<file path="src/rtl/core/ssf_pkg.sv">
`timescale 1ns / 1ps
package ssf_pkg;

	typedef enum logic [3:0] {
		ST_INIT   = 4'd0,
		ST_READY  = 4'd1,
		ST_START  = 4'd2,
		ST_SEARCH = 4'd3,
		ST_ATTACK = 4'd4,
		ST_BOOST  = 4'd5,
		ST_ESCAPE = 4'd6,
		ST_END    = 4'd7,
		ST_TEST   = 4'd8
	} state_t;

	typedef enum logic [2:0] {
		MV_NONE   = 3'd0,
		MV_FWD    = 3'd1,
		MV_BACK   = 3'd2,
		MV_LEFT   = 3'd3,
		MV_RIGHT  = 3'd4,
		MV_WHEELS = 3'd5,
		MV_STOP   = 3'd6
	} motion_t;

	localparam logic [2:0] CFG_SIGHT_RANGE  = 3'd0;
	localparam logic [2:0] CFG_CLOSE_RANGE  = 3'd1;
	localparam logic [2:0] CFG_BLACK_LIMIT  = 3'd2;
	localparam logic [2:0] CFG_BOOST_LIMIT  = 3'd3;
	localparam logic [2:0] CFG_ESCAPE_LIMIT = 3'd4;
	localparam logic [2:0] CFG_CMD_START    = 3'd5;
	localparam logic [2:0] CFG_TEST_MODE    = 3'd6;

	localparam int CFG_INDEX_W = 3;
	localparam int CFG_DATA_W  = 16;

	localparam int FLAG_FRONT = 0;
	localparam int FLAG_NEAR  = 1;
	localparam int FLAG_FL    = 2;
	localparam int FLAG_FR    = 3;
	localparam int FLAG_LEFT  = 4;
	localparam int FLAG_RIGHT = 5;

	localparam logic [7:0] SPD_CURVE_SLOW = 8'd230;
	localparam logic [7:0] SPD_FULL       = 8'd255;
	localparam logic [7:0] SPD_SEARCH     = 8'd210;
	localparam logic [7:0] SPD_ESCAPE     = 8'd200;

	localparam logic [12:0] HOLD_RUN_DELAY = 13'd4900;
	localparam logic [12:0] HOLD_BACK      = 13'd300;
	localparam logic [12:0] HOLD_TURN      = 13'd100;
	localparam logic [12:0] HOLD_TEST      = 13'd100;
	localparam logic [12:0] HOLD_END       = 13'd1000;

	localparam logic [11:0] RST_SIGHT_RANGE  = 12'd40;
	localparam logic [11:0] RST_CLOSE_RANGE  = 12'd15;
	localparam logic [11:0] RST_BLACK_LIMIT  = 12'd2000;
	localparam logic [15:0] RST_BOOST_LIMIT  = 16'd100;
	localparam logic [15:0] RST_ESCAPE_LIMIT = 16'd20;

	typedef struct packed {
		logic [11:0] sight_range;
		logic [11:0] close_range;
		logic [11:0] black_limit;
		logic [15:0] boost_limit;
		logic [15:0] escape_limit;
		logic        cmd_start;
		logic        test_mode;
	} cfg_t;

	typedef struct packed {
		logic [11:0] range_front_right;
		logic [11:0] range_front_left;
		logic [11:0] range_left;
		logic [11:0] range_right;
		logic [11:0] floor_a;
		logic [11:0] floor_b;
		logic        run_command;
		logic        stop_event;
	} item_t;

	typedef struct packed {
		logic [2:0]  motion;
		logic [7:0]  speed;
		logic [7:0]  left_speed;
		logic [7:0]  right_speed;
		logic        boost_on;
		logic [12:0] hold_ms;
		logic [3:0]  fsm_state;
		logic        starter_enable;
		logic        finished;
		logic        last;
	} result_t;

	typedef struct packed {
		result_t first;
		result_t second;
		logic    two;
	} result_pair_t;

endpackage

</file>
<file path="src/rtl/core/ssf_if.sv">
`timescale 1ns / 1ps
interface ssf_in_if;
	import ssf_pkg::*;
	logic  valid;
	logic  ready;
	item_t data;
	modport source(output valid, output data, input ready);
	modport sink(input valid, input data, output ready);
endinterface

interface ssf_out_if;
	import ssf_pkg::*;
	logic    valid;
	logic    ready;
	result_t data;
	modport source(output valid, output data, input ready);
	modport sink(input valid, input data, output ready);
endinterface

</file>
<file path="src/rtl/core/ssf_step.sv">
`timescale 1ns / 1ps
module ssf_step (
	input  logic                 clk,
	input  logic                 arst_n,
	input  ssf_pkg::cfg_t        cfg,
	input  logic                 advance,
	input  ssf_pkg::item_t       item,
	output ssf_pkg::result_pair_t res
);
	import ssf_pkg::*;

	state_t      state_q;
	logic [15:0] tick_q;
	logic [5:0]  flags_q;
	logic        boost_q;
	logic        starter_q;

	logic [12:0] front_sum;
	logic [5:0]  f;
	logic        line;
	state_t      st_in;
	state_t      st_ov;
	state_t      st_next;
	logic [15:0] tick_inc;
	logic [15:0] tick_next;
	logic        boost_next;
	logic        starter_next;
	result_t     r0;
	result_t     r1;
	logic        two;

	// enemy flags
	always_comb begin
		front_sum = {1'b0, item.range_front_right} + {1'b0, item.range_front_left};
		f = flags_q;
		if (front_sum < {cfg.sight_range, 1'b0}) begin
			f[FLAG_FRONT] = 1'b1;
			f[FLAG_NEAR]  = front_sum < {cfg.close_range, 1'b0};
		end else begin
			f[FLAG_FRONT] = 1'b0;
			f[FLAG_NEAR]  = 1'b0;
			if (item.range_front_right < cfg.sight_range) begin
				f[FLAG_FR] = 1'b1;
			end else if (item.range_front_left < cfg.sight_range) begin
				f[FLAG_FL] = 1'b1;
			end else begin
				f[FLAG_FL] = 1'b0;
				f[FLAG_FR] = 1'b0;
			end
		end
		f[FLAG_LEFT]  = item.range_left < cfg.sight_range;
		f[FLAG_RIGHT] = item.range_right < cfg.sight_range;
	end

	// overrides
	always_comb begin
		st_in = (state_q > ST_TEST) ? ST_INIT : state_q;
		line  = (item.floor_a > cfg.black_limit) || (item.floor_b > cfg.black_limit);
		st_ov = st_in;
		priority if (item.stop_event && !cfg.cmd_start && starter_q && st_in != ST_TEST) begin
			st_ov = ST_END;
		end else if (line && st_in >= ST_SEARCH && st_in <= ST_ESCAPE) begin
			st_ov = ST_ESCAPE;
		end else begin
			st_ov = st_in;
		end
	end

	assign tick_inc = (tick_q == 16'hFFFF) ? tick_q : tick_q + 16'd1;

	// next state
	always_comb begin
		st_next = st_ov;
		unique case (st_ov)
			ST_INIT:   st_next = cfg.test_mode ? ST_TEST : ST_READY;
			ST_READY: begin
				if (!cfg.cmd_start || item.run_command) st_next = ST_START;
			end
			ST_START: begin
				st_next = (f[FLAG_LEFT] || f[FLAG_RIGHT]) ? ST_BOOST : ST_SEARCH;
			end
			ST_SEARCH: begin
				if (f[FLAG_FRONT]) st_next = ST_ATTACK;
			end
			ST_ATTACK: begin
				if (f[FLAG_NEAR]) st_next = ST_BOOST;
				else if (!f[FLAG_FRONT]) st_next = ST_SEARCH;
			end
			ST_BOOST: begin
				if (!f[FLAG_NEAR]) begin
					if (!f[FLAG_FL] && !f[FLAG_FR]) st_next = ST_ATTACK;
				end else if (tick_inc > cfg.boost_limit) begin
					st_next = ST_ESCAPE;
				end
			end
			ST_ESCAPE: begin
				if (!(tick_q < cfg.escape_limit && !f[FLAG_FRONT])) begin
					st_next = f[FLAG_FRONT] ? ST_ATTACK : ST_SEARCH;
				end
			end
			ST_END:    st_next = ST_END;
			ST_TEST:   st_next = ST_TEST;
			default:   st_next = ST_READY;
		endcase
	end

	// commands and state updates
	always_comb begin
		r0           = '0;
		r1           = '0;
		two          = 1'b0;
		tick_next    = tick_q;
		boost_next   = boost_q;
		starter_next = starter_q;
		r0.motion    = MV_NONE;
		r1.motion    = MV_NONE;
		unique case (st_ov)
			ST_INIT: begin
				if (cfg.test_mode) r0.hold_ms = HOLD_TEST;
				else if (!cfg.cmd_start) starter_next = 1'b1;
			end
			ST_READY: begin
				if (cfg.cmd_start && item.run_command) r0.hold_ms = HOLD_RUN_DELAY;
			end
			ST_START: begin
				r0.motion  = MV_BACK;
				r0.hold_ms = HOLD_BACK;
				if (f[FLAG_LEFT] || f[FLAG_RIGHT]) begin
					two        = 1'b1;
					r1.motion  = f[FLAG_LEFT] ? MV_LEFT : MV_RIGHT;
					r1.hold_ms = HOLD_TURN;
				end
			end
			ST_SEARCH: begin
				r0.motion = MV_RIGHT;
				r0.speed  = SPD_SEARCH;
			end
			ST_ATTACK: r0.motion = MV_FWD;
			ST_BOOST: begin
				boost_next = 1'b1;
				tick_next  = tick_inc;
				if (!f[FLAG_NEAR]) begin
					if (f[FLAG_FL]) begin
						r0.motion      = MV_WHEELS;
						r0.left_speed  = SPD_CURVE_SLOW;
						r0.right_speed = SPD_FULL;
					end else if (f[FLAG_FR]) begin
						r0.motion      = MV_WHEELS;
						r0.left_speed  = SPD_FULL;
						r0.right_speed = SPD_CURVE_SLOW;
					end else begin
						boost_next = 1'b0;
						tick_next  = '0;
					end
				end else if (tick_inc > cfg.boost_limit) begin
					boost_next = 1'b0;
					tick_next  = '0;
				end
			end
			ST_ESCAPE: begin
				if (tick_q < cfg.escape_limit && !f[FLAG_FRONT]) begin
					tick_next = tick_q + 16'd1;
					r0.motion = MV_BACK;
					r0.speed  = SPD_ESCAPE;
				end else begin
					tick_next = '0;
				end
			end
			ST_END: begin
				starter_next = 1'b0;
				boost_next   = 1'b0;
				r0.motion    = MV_STOP;
				r0.hold_ms   = HOLD_END;
				r0.finished  = 1'b1;
			end
			ST_TEST:   r0.hold_ms = HOLD_TEST;
			default:   r0.hold_ms = '0;
		endcase
		r0.boost_on       = boost_next;
		r1.boost_on       = boost_next;
		r0.fsm_state      = st_next;
		r1.fsm_state      = st_next;
		r0.starter_enable = starter_next;
		r1.starter_enable = starter_next;
		r0.last           = !two;
		r1.last           = 1'b1;
	end

	assign res.first  = r0;
	assign res.second = r1;
	assign res.two    = two;

	always_ff @(posedge clk or negedge arst_n) begin
		if (!arst_n) begin
			state_q   <= ST_INIT;
			tick_q    <= '0;
			flags_q   <= '0;
			boost_q   <= 1'b0;
			starter_q <= 1'b0;
		end else if (advance) begin
			state_q   <= st_next;
			tick_q    <= tick_next;
			flags_q   <= f;
			boost_q   <= boost_next;
			starter_q <= starter_next;
		end
	end

	a_two_only_from_start: assert property (@(posedge clk) disable iff (!arst_n)
		two |-> (st_ov == ST_START && st_next == ST_BOOST))
		else $error("two commands outside start sequence");

	a_end_drops_starter: assert property (@(posedge clk) disable iff (!arst_n)
		(advance && st_next == ST_END) |=> (!starter_q && !boost_q))
		else $error("end state left starter or boost on");

endmodule

</file>
<file path="src/rtl/core/ssf_outbuf.sv">
`timescale 1ns / 1ps
module ssf_outbuf (
	input  logic                  clk,
	input  logic                  arst_n,
	input  logic                  load,
	input  ssf_pkg::result_pair_t res,
	output logic                  free,
	ssf_out_if.source             command
);
	import ssf_pkg::*;

	logic    valid_q;
	logic    two_q;
	logic    idx_q;
	result_t r0_q;
	result_t r1_q;
	logic    cur_last;
	logic    xfer;

	assign cur_last      = !two_q || idx_q;
	assign xfer          = valid_q && command.ready;
	assign free          = !valid_q || (command.ready && cur_last);
	assign command.valid = valid_q;
	assign command.data  = idx_q ? r1_q : r0_q;

	always_ff @(posedge clk or negedge arst_n) begin
		if (!arst_n) begin
			valid_q <= 1'b0;
			two_q   <= 1'b0;
			idx_q   <= 1'b0;
		end else if (load) begin
			valid_q <= 1'b1;
			two_q   <= res.two;
			idx_q   <= 1'b0;
		end else if (xfer) begin
			if (cur_last) begin
				valid_q <= 1'b0;
				idx_q   <= 1'b0;
			end else begin
				idx_q <= 1'b1;
			end
		end
	end

	always_ff @(posedge clk) begin
		if (load) begin
			r0_q <= res.first;
			r1_q <= res.second;
		end
	end

	a_second_needs_pair: assert property (@(posedge clk) disable iff (!arst_n)
		idx_q |-> (two_q && valid_q))
		else $error("second command selected without a pair");

	a_load_when_free: assert property (@(posedge clk) disable iff (!arst_n)
		load |-> free)
		else $error("result loaded over a pending command");

endmodule

</file>
<file path="src/rtl/core/sumo_robot_strategy_fsm_top.sv">
`timescale 1ns / 1ps
// path: input stage register, then output buffer register, then command transfer
// throughput: one control tick per cycle while commands are taken; a start-sequence tick
//   seeing a side enemy emits two commands in turn and holds the input until both are taken
// reset: asynchronous active low; configuration returns to defaults, state machine to init,
//   counters, enemy flags, boost and starter levels clear
module sumo_robot_strategy_fsm_top (
	input  logic                                clk,
	input  logic                                arst_n,
	input  logic                                cfg_we,
	input  logic [ssf_pkg::CFG_INDEX_W-1:0]     cfg_index,
	input  logic [ssf_pkg::CFG_DATA_W-1:0]      cfg_wdata,
	ssf_in_if.sink                              sensor,
	ssf_out_if.source                           command
);
	import ssf_pkg::*;

	cfg_t         cfg_q;
	logic         valid_s1;
	item_t        item_s1;
	logic         free;
	logic         advance;
	result_pair_t res;

	always_ff @(posedge clk or negedge arst_n) begin
		if (!arst_n) begin
			cfg_q.sight_range  <= RST_SIGHT_RANGE;
			cfg_q.close_range  <= RST_CLOSE_RANGE;
			cfg_q.black_limit  <= RST_BLACK_LIMIT;
			cfg_q.boost_limit  <= RST_BOOST_LIMIT;
			cfg_q.escape_limit <= RST_ESCAPE_LIMIT;
			cfg_q.cmd_start    <= 1'b0;
			cfg_q.test_mode    <= 1'b0;
		end else if (cfg_we) begin
			unique case (cfg_index)
				CFG_SIGHT_RANGE:  cfg_q.sight_range  <= cfg_wdata[11:0];
				CFG_CLOSE_RANGE:  cfg_q.close_range  <= cfg_wdata[11:0];
				CFG_BLACK_LIMIT:  cfg_q.black_limit  <= cfg_wdata[11:0];
				CFG_BOOST_LIMIT:  cfg_q.boost_limit  <= cfg_wdata;
				CFG_ESCAPE_LIMIT: cfg_q.escape_limit <= cfg_wdata;
				CFG_CMD_START:    cfg_q.cmd_start    <= cfg_wdata[0];
				CFG_TEST_MODE:    cfg_q.test_mode    <= cfg_wdata[0];
				default:          cfg_q              <= cfg_q;
			endcase
		end
	end

	assign advance      = valid_s1 && free;
	assign sensor.ready = !valid_s1 || free;

	always_ff @(posedge clk or negedge arst_n) begin
		if (!arst_n) begin
			valid_s1 <= 1'b0;
		end else if (sensor.ready) begin
			valid_s1 <= sensor.valid;
		end
	end

	always_ff @(posedge clk) begin
		if (sensor.ready && sensor.valid) item_s1 <= sensor.data;
	end

	ssf_step u_step (
		.clk     (clk),
		.arst_n  (arst_n),
		.cfg     (cfg_q),
		.advance (advance),
		.item    (item_s1),
		.res     (res)
	);

	ssf_outbuf u_outbuf (
		.clk     (clk),
		.arst_n  (arst_n),
		.load    (advance),
		.res     (res),
		.free    (free),
		.command (command)
	);

endmodule

</file>
<file path="src/flat_wrapper.sv">
// flat-port wrapper written by rule: the top's interface ports become plain ports
module sumo_robot_strategy_fsm_top_flat import ssf_pkg::*;
  (clk, arst_n, cfg_we, cfg_index, cfg_wdata, sensor_valid, sensor_data, sensor_ready, command_valid, command_data, command_ready);
  ssf_in_if sensor_i ();
  ssf_out_if command_i ();
  input  logic clk;
  input  logic arst_n;
  input  logic cfg_we;
  input  logic [ssf_pkg::CFG_INDEX_W-1:0] cfg_index;
  input  logic [ssf_pkg::CFG_DATA_W-1:0] cfg_wdata;
  input wire logic [$bits(sensor_i.valid)-1:0] sensor_valid;
  input wire logic [$bits(sensor_i.data)-1:0] sensor_data;
  output wire logic [$bits(sensor_i.ready)-1:0] sensor_ready;
  output wire logic [$bits(command_i.valid)-1:0] command_valid;
  output wire logic [$bits(command_i.data)-1:0] command_data;
  input wire logic [$bits(command_i.ready)-1:0] command_ready;
  assign sensor_i.valid = sensor_valid;
  assign sensor_i.data = sensor_data;
  assign sensor_ready = sensor_i.ready;
  assign command_valid = command_i.valid;
  assign command_data = command_i.data;
  assign command_i.ready = command_ready;
  sumo_robot_strategy_fsm_top u_core (.clk(clk), .arst_n(arst_n), .cfg_we(cfg_we), .cfg_index(cfg_index), .cfg_wdata(cfg_wdata), .sensor(sensor_i), .command(command_i));
endmodule
</file>
<file path="config.mk">
export PLATFORM = sky130hd
export DESIGN_NAME = sumo_robot_strategy_fsm_top_flat
export DESIGN_NICKNAME = d
export VERILOG_FILES = /design/src/rtl/core/ssf_pkg.sv /design/src/rtl/core/ssf_if.sv /design/src/rtl/core/ssf_step.sv /design/src/rtl/core/ssf_outbuf.sv /design/src/rtl/core/sumo_robot_strategy_fsm_top.sv /design/src/flat_wrapper.sv
export SDC_FILE = /design/constraint.sdc
export NUM_CORES = 1
export LEC_CHECK = 0
export BUFFER_PORTS_ARGS = -buffer_cell sky130_fd_sc_hd__buf_4
export CORE_UTILIZATION = 25
export DETAILED_ROUTE_END_ITERATION = 6
export GPL_TIMING_DRIVEN = 0
export HOLD_SLACK_MARGIN = 0.08
export SETUP_SLACK_MARGIN = 0.02
export SLEW_MARGIN = 30
export SYNTH_ARGS = -nofsm -noshare
export SYNTH_HDL_FRONTEND = slang
export SYNTH_SLANG_ARGS = --single-unit
</file>
<file path="constraint.sdc">
create_clock -name clk -period 6.1 [get_ports clk]
set_input_delay 0.915 -clock clk [delete_from_list [all_inputs] [get_ports clk]]
set_output_delay 0.915 -clock clk [all_outputs]
set_load 0.03 [all_outputs]
</file>
==> results.ini, run 1 <==
[timing]
hold_viol_final=0
tns_ps=0
finalSetupViolations=0
final.min_clock_period_ps=5810
slew_headroom_pct=42.6
timing.final.ws_setup_ps=288
tightest_slew_ps=858
clock_skew_ps=13.1
drv_slew=0
finalCritPeriodShare_pct=95.3
fmax_ghz=0.172
rsz0062_at_grt=no

[logic_synthesis]
synth_edf_count=102
yosysUniqueCellTypes=73
synth_area_um2=11500
synth-seq-cells=200
ys.flop_type=edfxtp_1
syn-instance-count=1087
seq_area_frac_synth_pct=48.0
async_reset_ff_share_pct=49.0
synth_warnings=0
avgSynthCellArea_um2=10.6

[cells_and_area]
layout_common_cells=buf_4, ha_1, nand2_1
stdcell_area_um2=14000
antenna_cells=0
fin_nets=1488
layout_commonest_cell=buf_4
final_cells=1869
syn2layout_area_growth_pct=21.4
drive_above_1_share_pct=22.3

[clock_tree]
htreeDepth=4
cts.path.max_buffers=2
cts.clk_slew.worst_paths_ps=70
cts_tree=built
cts.sinks=200
clk_latency_ps=460
cts_made_buffers=17
cts_root_buf=clkbuf_16

[grt]
grtUsageTotal_pct=13.0
antenna_found_initial=0
grt-ovfl-total=0
grt_pass1_wl_um=46800
first_global_vias=8397
grt_max_degree=99

[worst_setup_path]
worst_setup_path_start_kind=flop
worstPathRequired_ps=6420
end_kind=flop
path_max_fanout=10
critPathKind=flop to flop
cp.arrival_ps=6130

[flow_run]
maxCapViolCount=0

[route]
firstDrtPassIters=5
avgRoutedWirePerCell_um=16.0
wl_um=30000
routed_via_density=4.55
dr_total_vias=8509
drc=0
ant_nets=0
dr.first_iter.drc_count=380

[floorplanning]
fp.dieW_um=217
num_io_pins=148
die_area_um2=47000
die_h_um=217
core_area_um2=45500
rows=78
start_util_pct=25.3

[placement]
placed_area_um2=13400
finalWeightedCongestion=0.879
dp_hpwl_um=22800
port_buffers=139
dp_worst_setup_slack_ps=175
dp.cells=1835

[power_and_ir_drop]
ir_drop_mv=0.190
leakagePower_nw=6.04
power_density_nw_per_um2=334

[hold_path]
hp-class=flop to flop

[status]
outcome=completed

[worst max-delay path: stages (launching register included)]
cell and delay, ps:
edfxtp_1 470, ha_1 320, a31o_2 240, a21oi_1 220, nor2b_1 70, o21a_1 180
o31a_1 250, or4_1 420, a31o_2 250, a21oi_1 190, xnor2_1 120, ha_1 310
a211oi_1 120, o211a_1 160, a221o_1 490, a211oi_2 480, nor2b_1 530, nor3_2 170
nor3_4 350, buf_6 230, a211oi_1 70
[path summary, 6_finish.rpt]
path	start	end	slack, ps	cells past startpoint
max in group asynchronous	arst_n	u_core.u_outbuf.idx_q	4950	1
hold / removal	u_core.u_outbuf.two_q	u_core.u_outbuf.two_q	490	2
hold reg to reg	u_core.u_outbuf.two_q	u_core.u_outbuf.two_q	490	2
setup / recovery	u_core.item_s1[63]	u_core.u_step.tick_q[4]	290	20
setup reg to reg	u_core.item_s1[63]	u_core.u_step.tick_q[4]	290	20
min in group asynchronous	arst_n	u_core.cfg_q[30]	500	1
[cells in the mapped netlist (13+ instances only)]
cell	number	area [um2]
dfrtp_1	81	2030
xnor2_1	13	114
nor2_1	49	184
a21oi_1	56	280
ha_1	133	1660
mux2_2	28	315
nand2_1	120	450
nand3_1	24	120
nor3_1	17	85.1
clkbuf_1	22	82.6
nor2b_1	25	156
nand4_1	15	93.8
dfstp_2	17	447
o21ai_0	96	480
buf_4	29	218
inv_1	92	345
edfxtp_1	102	3060
a21o_1	13	97.6
[state kept, by name, summed over array words and instances, names as in the netlist]
name and flops:
u_core.cfg_q 70, u_core.item_s1 74, u_core.u_outbuf.command.valid 1, u_core.u_outbuf.idx_q 1
u_core.u_outbuf.r0_q 19, u_core.u_outbuf.r1_q 9, u_core.u_outbuf.two_q 1, u_core.u_step.boost_q 1
u_core.u_step.flags_q 2, u_core.u_step.starter_q 1, u_core.u_step.state_q 4, u_core.u_step.tick_q 16
u_core.valid_s1 1
[where the power goes]
| group | switching [W] | total, W | internal (W) |
|---|---|---|---|
| Sequential | 0.0000979 | 0.00178 | 0.00168 |
| Combinational | 0.00110 | 0.00178 | 0.000684 |
| Clock | 0.000538 | 0.00111 | 0.000573 |
| Total | 0.00173 | 0.00467 | 0.00294 |
[metrics by stage]
| stage | total power, W | util [%] | hold WS, ps |
|---|---|---|---|
| 5_1_grt | 0.00498 | 30.8 | 529 |
| 3_3_place_gp | 0.00352 | 29.4 | 473 |
| 6_report | 0.00467 | 30.8 | 486 |
| 4_1_cts | 0.00471 | 30.7 | 489 |
| 3_5_place_dp | 0.00358 | 29.5 | 474 |
| 2_1_floorplan | 0.00300 | - | 451 |
[cell type report]
cell class | count | area (um2)
clock inverter | 11 | 82.6
buffer | 53 | 315
timing repair buffer | 143 | 1100
fill | 4709 | 31500
sequential | 200 | 5540
clock buffer | 21 | 482
inverter | 93 | 349
multi-input combinational | 748 | 5380
tap | 600 | 751
[what timing repair did]
action                     in CTS  in global routing
hold buffers                    0                  0
gates resized for setup         0                  1
setup endpoints to repair       0                 18
setup buffers                   0                  2
[kinds of logic (layout without fill, tap and decap cells)]
group,Yosys count,after routing,synth area share (%)
AND/OR/NAND/NOR,315,315,13.7
AO/OA/AOI/OAI,246,246,13.9
flip-flops,200,200,48.0
buffers and inverters,146,321,5.76
adder cells (fa/ha/maj),134,134,14.6
multiplexers,28,28,2.73
XOR/XNOR,17,17,1.29
other,1,8,0.0325
[per-layer routing]
| metal | routed length (um) | track usage (%) |
|---|---|---|
| met1 | 13900 | 17.1 |
| met2 | 14300 | 21.7 |
| met3 | 1370 | 2.45 |
| met4 | 380 | 4.13 |
| met5 | 0 | 0 |
No activity file was read; power rests on OpenSTA's default activity.
==> run 2, diff against run 1 <==
Settings changed: REMOVE_ABC_BUFFERS set to 1.
==> run 2 against run 1 <==
Compared with the run above:
- worst setup slack improved by 230 ps
- cell area decreased by 1.4%
- clock skew decreased by 0.82 ps
- register-to-register slack improved by 230 ps
- die area unchanged
- combinational power decreased by 8%
- clock power increased by 5%
- highest routed layer unchanged
- count of clock-buffer cells in the layout unchanged
- power decreased by 1.2%
- routed wire length decreased by 4.5%
==> results.ini, run 2 (same netlist as run 1, synthesis figures left out) <==
[route]
routed_via_density=4.54
dr.first_iter.drc_count=641
wl_um=28600
dr_total_vias=8287
avgRoutedWirePerCell_um=15.7
firstDrtPassIters=6
ant_nets=0
drc=0

[cells_and_area]
regArea_um2=5540
layout_commonest_cell=buf_4
final_cells=1826
nFillCells=4710
syn2layout_area_growth_pct=19.6
regMostFlops=u_core.item_s1
multiInputGateArea_um2=5380
drive_above_1_share_pct=21.6
largest_reg_flops=74
fin_nets=1445
reg_top3=u_core.item_s1 x74, u_core.cfg_q x70, u_core.u_outbuf.r0_q x19
antenna_cells=0
layout_common_cells=buf_4, ha_1, nand2_1

[timing]
slew_headroom_pct=30.6
drv_slew=0
tns_ps=0
fmax_ghz=0.179
final.min_clock_period_ps=5580
tightest_slew_ps=1020
finalSetupViolations=0
hold_viol_final=0
rsz0062_at_grt=no
clock_skew_ps=12.2
finalCritPeriodShare_pct=91.5

[worst_setup_path]
worst_setup_path_start_kind=flop
critPathKind=flop to flop
end_kind=flop
path_max_fanout=6
ff2ff_setup_slack_ps=520
cp.arrival_ps=5940
worstPathRequired_ps=6460

[grt]
first_global_vias=8161
grt_pass1_wl_um=45500
grt_max_degree=99
antenna_found_initial=0
grt-ovfl-total=0
grtUsageTotal_pct=12.6

[floorplanning]
core_area_um2=45500
rows=78
fp.dieW_um=217
start_util_pct=25.3
die_area_um2=47000
die_h_um=217
num_io_pins=148

[flow_run]
maxCapViolCount=0

[power_and_ir_drop]
power_density_nw_per_um2=335
leakagePower_nw=5.93
ir_drop_mv=0.193

[clock_tree]
hold_buffers=0
cts_tree=built
cts.clk_slew.worst_paths_ps=80
post_cts_resized=0
cts_root_buf=clkbuf_16
cts.sinks=200
clk_latency_ps=450
cts_made_buffers=17
htreeDepth=4
cts.path.max_buffers=2

[placement]
dp.cells=1789
finalWeightedCongestion=0.865
port_buffers=139
dp_hpwl_um=21900

[status]
outcome=completed

[hold_path]
hp-class=flop to flop

[run 2: changes by cell type in the layout (fill, tap and decap cells not counted), sizes merged]
cell | previous run | this run
clkinvlp | 2 | 1
bufinv | 0 | 1
buf | 173 | 152
clkbuf | 44 | 22
clkinv | 3 | 5
inv | 99 | 97
[run 2: layout make-up]
| class | count | share of cell area (%) |
|---|---|---|
| sequential | 200 | 40.2 |
| multi-input combinational | 748 | 39.0 |
| timing repair buffer | 153 | 8.58 |
| tap | 600 | 5.44 |
| clock buffer | 21 | 3.45 |
| inverter | 93 | 2.53 |
| clock inverter | 11 | 0.808 |
[run 2: worst max-delay path, cell delays in order, from the launching register on]
cell	delay (ps)
edfxtp_1	420
and2_1	190
fa_1	410
a21o_1	210
a21oi_1	230
o21bai_1	100
a21oi_1	220
o21bai_1	100
a21oi_1	240
o21bai_1	120
a21oi_1	190
xnor2_1	200
ha_1	310
a21o_1	190
a211oi_1	450
o211a_1	280
a221o_1	300
a211oi_1	100
nor2b_1	280
or4_4	540
a21o_1	200
a221oi_2	200
[run 2: metal layers]
layer	up-vias	global-route usage, %	wire, um
li1	4125	-	-
met2	174	20.7	13600
met1	3973	16.9	13600
met3	15	2.11	959
met4	0	3.47	396
met5	-	0	0
[run 2: worst paths after layout]
| kind | start | end | cells after the start |
|---|---|---|---|
| worst max-delay path | u_core.item_s1[62] | u_core.u_step.tick_q[9] | 21 |
| worst min-delay path | u_core.cfg_q[2] | u_core.cfg_q[2] | 1 |
| worst max register to register | u_core.item_s1[62] | u_core.u_step.tick_q[9] | 21 |
| worst min register to register | u_core.cfg_q[2] | u_core.cfg_q[2] | 1 |
| max in group asynchronous | arst_n | u_core.cfg_q[58] | 1 |
| min in group asynchronous | arst_n | u_core.cfg_q[31] | 1 |
[run 2: what timing repair did]
| action | 4_1_cts | 5_1_grt |
|---|---|---|
| buffers inserted | 0 | 5 |
| setup endpoints to repair | 0 | 14 |
| hold endpoints to repair | 0 | 0 |
[run 2: power breakdown]
part / internal, W / switching (W) / total, W
combinational: 0.000641 / 0.00100 / 0.00164
sequential: 0.00168 / 0.000129 / 0.00181
clock: 0.000612 / 0.000552 / 0.00116
total: 0.00294 / 0.00168 / 0.00462
[run 2: through the flow]
stage | worst slack [ps] | hold slack, ps | total power, W | cell area, um2 | utilization, %
after floorplan | 711 | 451 | 0.00293 | 11200 | -
after global placement | 376 | 474 | 0.00343 | 13000 | 28.7
after detailed placement | 360 | 484 | 0.00347 | 13200 | 28.9
after CTS | 336 | 502 | 0.00466 | 13700 | 30.2
after global routing | 156 | 525 | 0.00495 | 13800 | 30.3
final | 517 | 504 | 0.00462 | 13800 | 30.3
==> run 3, diff against run 2 <==
Settings changed: SYNTH_HIERARCHICAL set to 1.
==> run 3 against run 2 <==
Compared with the run above:
- critical endpoint is now u_core/u_step/tick_q[5]
- non-clock buffer count is 2 lower
- hold slack worse by 76 ps
- sequential power is 44% higher
- clock power is 66% higher
- global-route usage is 1.7 points lower
- worst setup slack better by 340 ps
- highest routed layer is now met5
- synthesized area is 27% higher
==> results.ini, run 3 <==
[status]
outcome=completed

[grt]
antenna_found_initial=4
grtUsageTotal_pct=10.9
grt_max_degree=99
first_global_vias=9229
grt-ovfl-total=0
grt_pass1_wl_um=51100

[logic_synthesis]
seq_area_frac_synth_pct=51.7
yosys.area.top_type_share_pct=34.8
synth_warnings=6
synth.top_cells.by_count=edfxtp_1, ha_1, mux2_2
syn-instance-count=1172
ys.flop_type=edfxtp_1
avgSynthCellArea_um2=12.5
async_reset_ff_share_pct=36.6
ys_top_cells_by_area=edfxtp_1, dfrtp_1, ha_1
synth_edf_count=170
synth-seq-cells=268
yosysMostFrequentCell=edfxtp_1
yosysUniqueCellTypes=86
synth_top_area_cell=edfxtp_1
synth_area_um2=14700

[timing]
hold_viol_final=0
slew_headroom_pct=31.2
finalSetupViolations=0
finalCritPeriodShare_pct=86.0
clock_skew_ps=25.1
tightest_slew_ps=1020
drv_slew=0
hold_slack_ps=428
fmax_ghz=0.191
tns_ps=0
rsz0062_at_grt=no
final.min_clock_period_ps=5250

[cells_and_area]
reg_top3=u_core/item_s1 x74, u_core/cfg_q x70
regMostFlops=u_core/item_s1
layout_common_cells=edfxtp_1, buf_4, ha_1
layout_commonest_cell=edfxtp_1
largest_reg_flops=74
fin_nets=1528
drive_above_1_share_pct=28.6
stdcell_area_um2=17300
syn2layout_area_growth_pct=18.4
final_cells=2086

[clock_tree]
cts.path.max_buffers=3
cts.clk_slew.worst_paths_ps=60
hold_buffers=0
cts_setup_buffers=0
htreeDepth=1
post_cts_resized=0
cts.sinks=268
cts_root_buf=clkbuf_16
cts_tree=built
clk_latency_ps=580
cts_made_buffers=30

[worst_setup_path]
cp.arrival_ps=5710
end_kind=flop
reg2reg_to=u_core/u_step/tick_q[5]
worstPathRequired_ps=6570
rr_startpoint=u_core/u_step/tick_q[0]
critPathKind=flop to flop
path_max_fanout=14
reg2regPathDepth=15
worst_setup_path_start_kind=flop
ff2ff_setup_slack_ps=850

[power_and_ir_drop]
internal_power_w=0.00449
leakagePower_nw=7.32
power_switching_w=0.00236
power_density_nw_per_um2=395
ir_drop_mv=0.272
seqPwrFrac_pct=37.9
netSwitchingFraction_pct=34.4
clkPwrFrac_pct=28.0
comb_power_share_pct=34.1

[floorplanning]
start_util_pct=25.3
num_io_pins=148
die_h_um=244
rows=88
die_area_um2=59600
fp.dieW_um=244
core_area_um2=57800

[placement]
dp_hpwl_um=24900
port_buffers=147
placed_area_um2=16300
dp.cells=2029
finalWeightedCongestion=0.843

[route]
routed_via_density=4.40
firstDrtPassIters=4
dr_total_vias=9179
dr.first_iter.drc_count=435
wl_um=33100
ant_nets=0
avgRoutedWirePerCell_um=15.9
drc=0

[flow_run]
maxCapViolCount=0

[hold_path]
hp-class=input port to async pin

run 3: logic make-up after synthesis:
group | count (synthesis) | synth area share [%]
mux | 124 | 10.0
flops | 268 | 51.7
other cells | 2 | 0.0513
buf+inv | 186 | 6.99
simple gates | 235 | 8.67
xor+xnor | 23 | 1.37
compound gates | 199 | 9.63
fa+ha+maj | 135 | 11.6
run 3: critical path, cell delays in order, from the launching register on:
cell,delay [ps]
dfrtp_1,430
ha_1,280
and3_1,270
nand3_1,210
nor4_1,750
nand2b_1,530
nand2_1,200
ha_1,160
nand4_1,210
nor4_1,480
o21ai_0,190
o211ai_1,260
a311oi_4,230
o22a_1,290
or3_1,470
o221a_2,180
run 3: cell type report:
type / count / area (um2)
fillers: 5861 / 40500
flip-flops and latches: 268 / 7580
multi-input cells: 760 / 6220
repair buffers: 151 / 1210
well taps: 765 / 957
clock buffers: 32 / 758
inverters: 85 / 319
clock inverters: 23 / 287
diodes: 2 / 5.00
run 3: per-layer routing:
layer	track usage, %	vias up	routed length, um
li1	-	4477	-
met1	14.2	4438	15100
met2	18.5	212	15800
met3	2.54	48	1730
met4	1.69	4	519
met5	0	-	27
run 3: power by group through the flow:
stage	clock, W	sequential (W)	combinational (W)
after global routing	0.00205	0.00264	0.00258
after global placement	0	0.00265	0.00225
after detailed placement	0	0.00263	0.00235
after floorplan	0	0.00259	0.00161
after CTS	0.00198	0.00260	0.00236
final	0.00192	0.00260	0.00234
run 3: how the worst max path moves through the flow:
stage,start,slack [ps],cells after the start,end
floorplan,u_core/u_outbuf/idx_q,-90,10,u_core/u_step/tick_q[11]
global placement,u_core/u_outbuf/idx_q,-2050,10,u_core/u_step/tick_q[11]
detailed placement,u_core/u_step/tick_q[0],910,15,u_core/u_step/tick_q[5]
CTS,u_core/u_step/tick_q[0],880,15,u_core/u_step/tick_q[5]
global route,u_core/u_step/tick_q[0],360,15,u_core/u_step/tick_q[15]
finish,u_core/u_step/tick_q[0],850,15,u_core/u_step/tick_q[5]
run 3: per-stage QoR:
stage                     total power (W)  utilization [%]  setup WS, ps
final                             0.00685             30.0           853
after global routing              0.00727             30.0           365
after CTS                         0.00694             30.0           875
after detailed placement          0.00498             28.2           906
after global placement            0.00490             28.0         -2050
after floorplan                   0.00421                -         -91.3
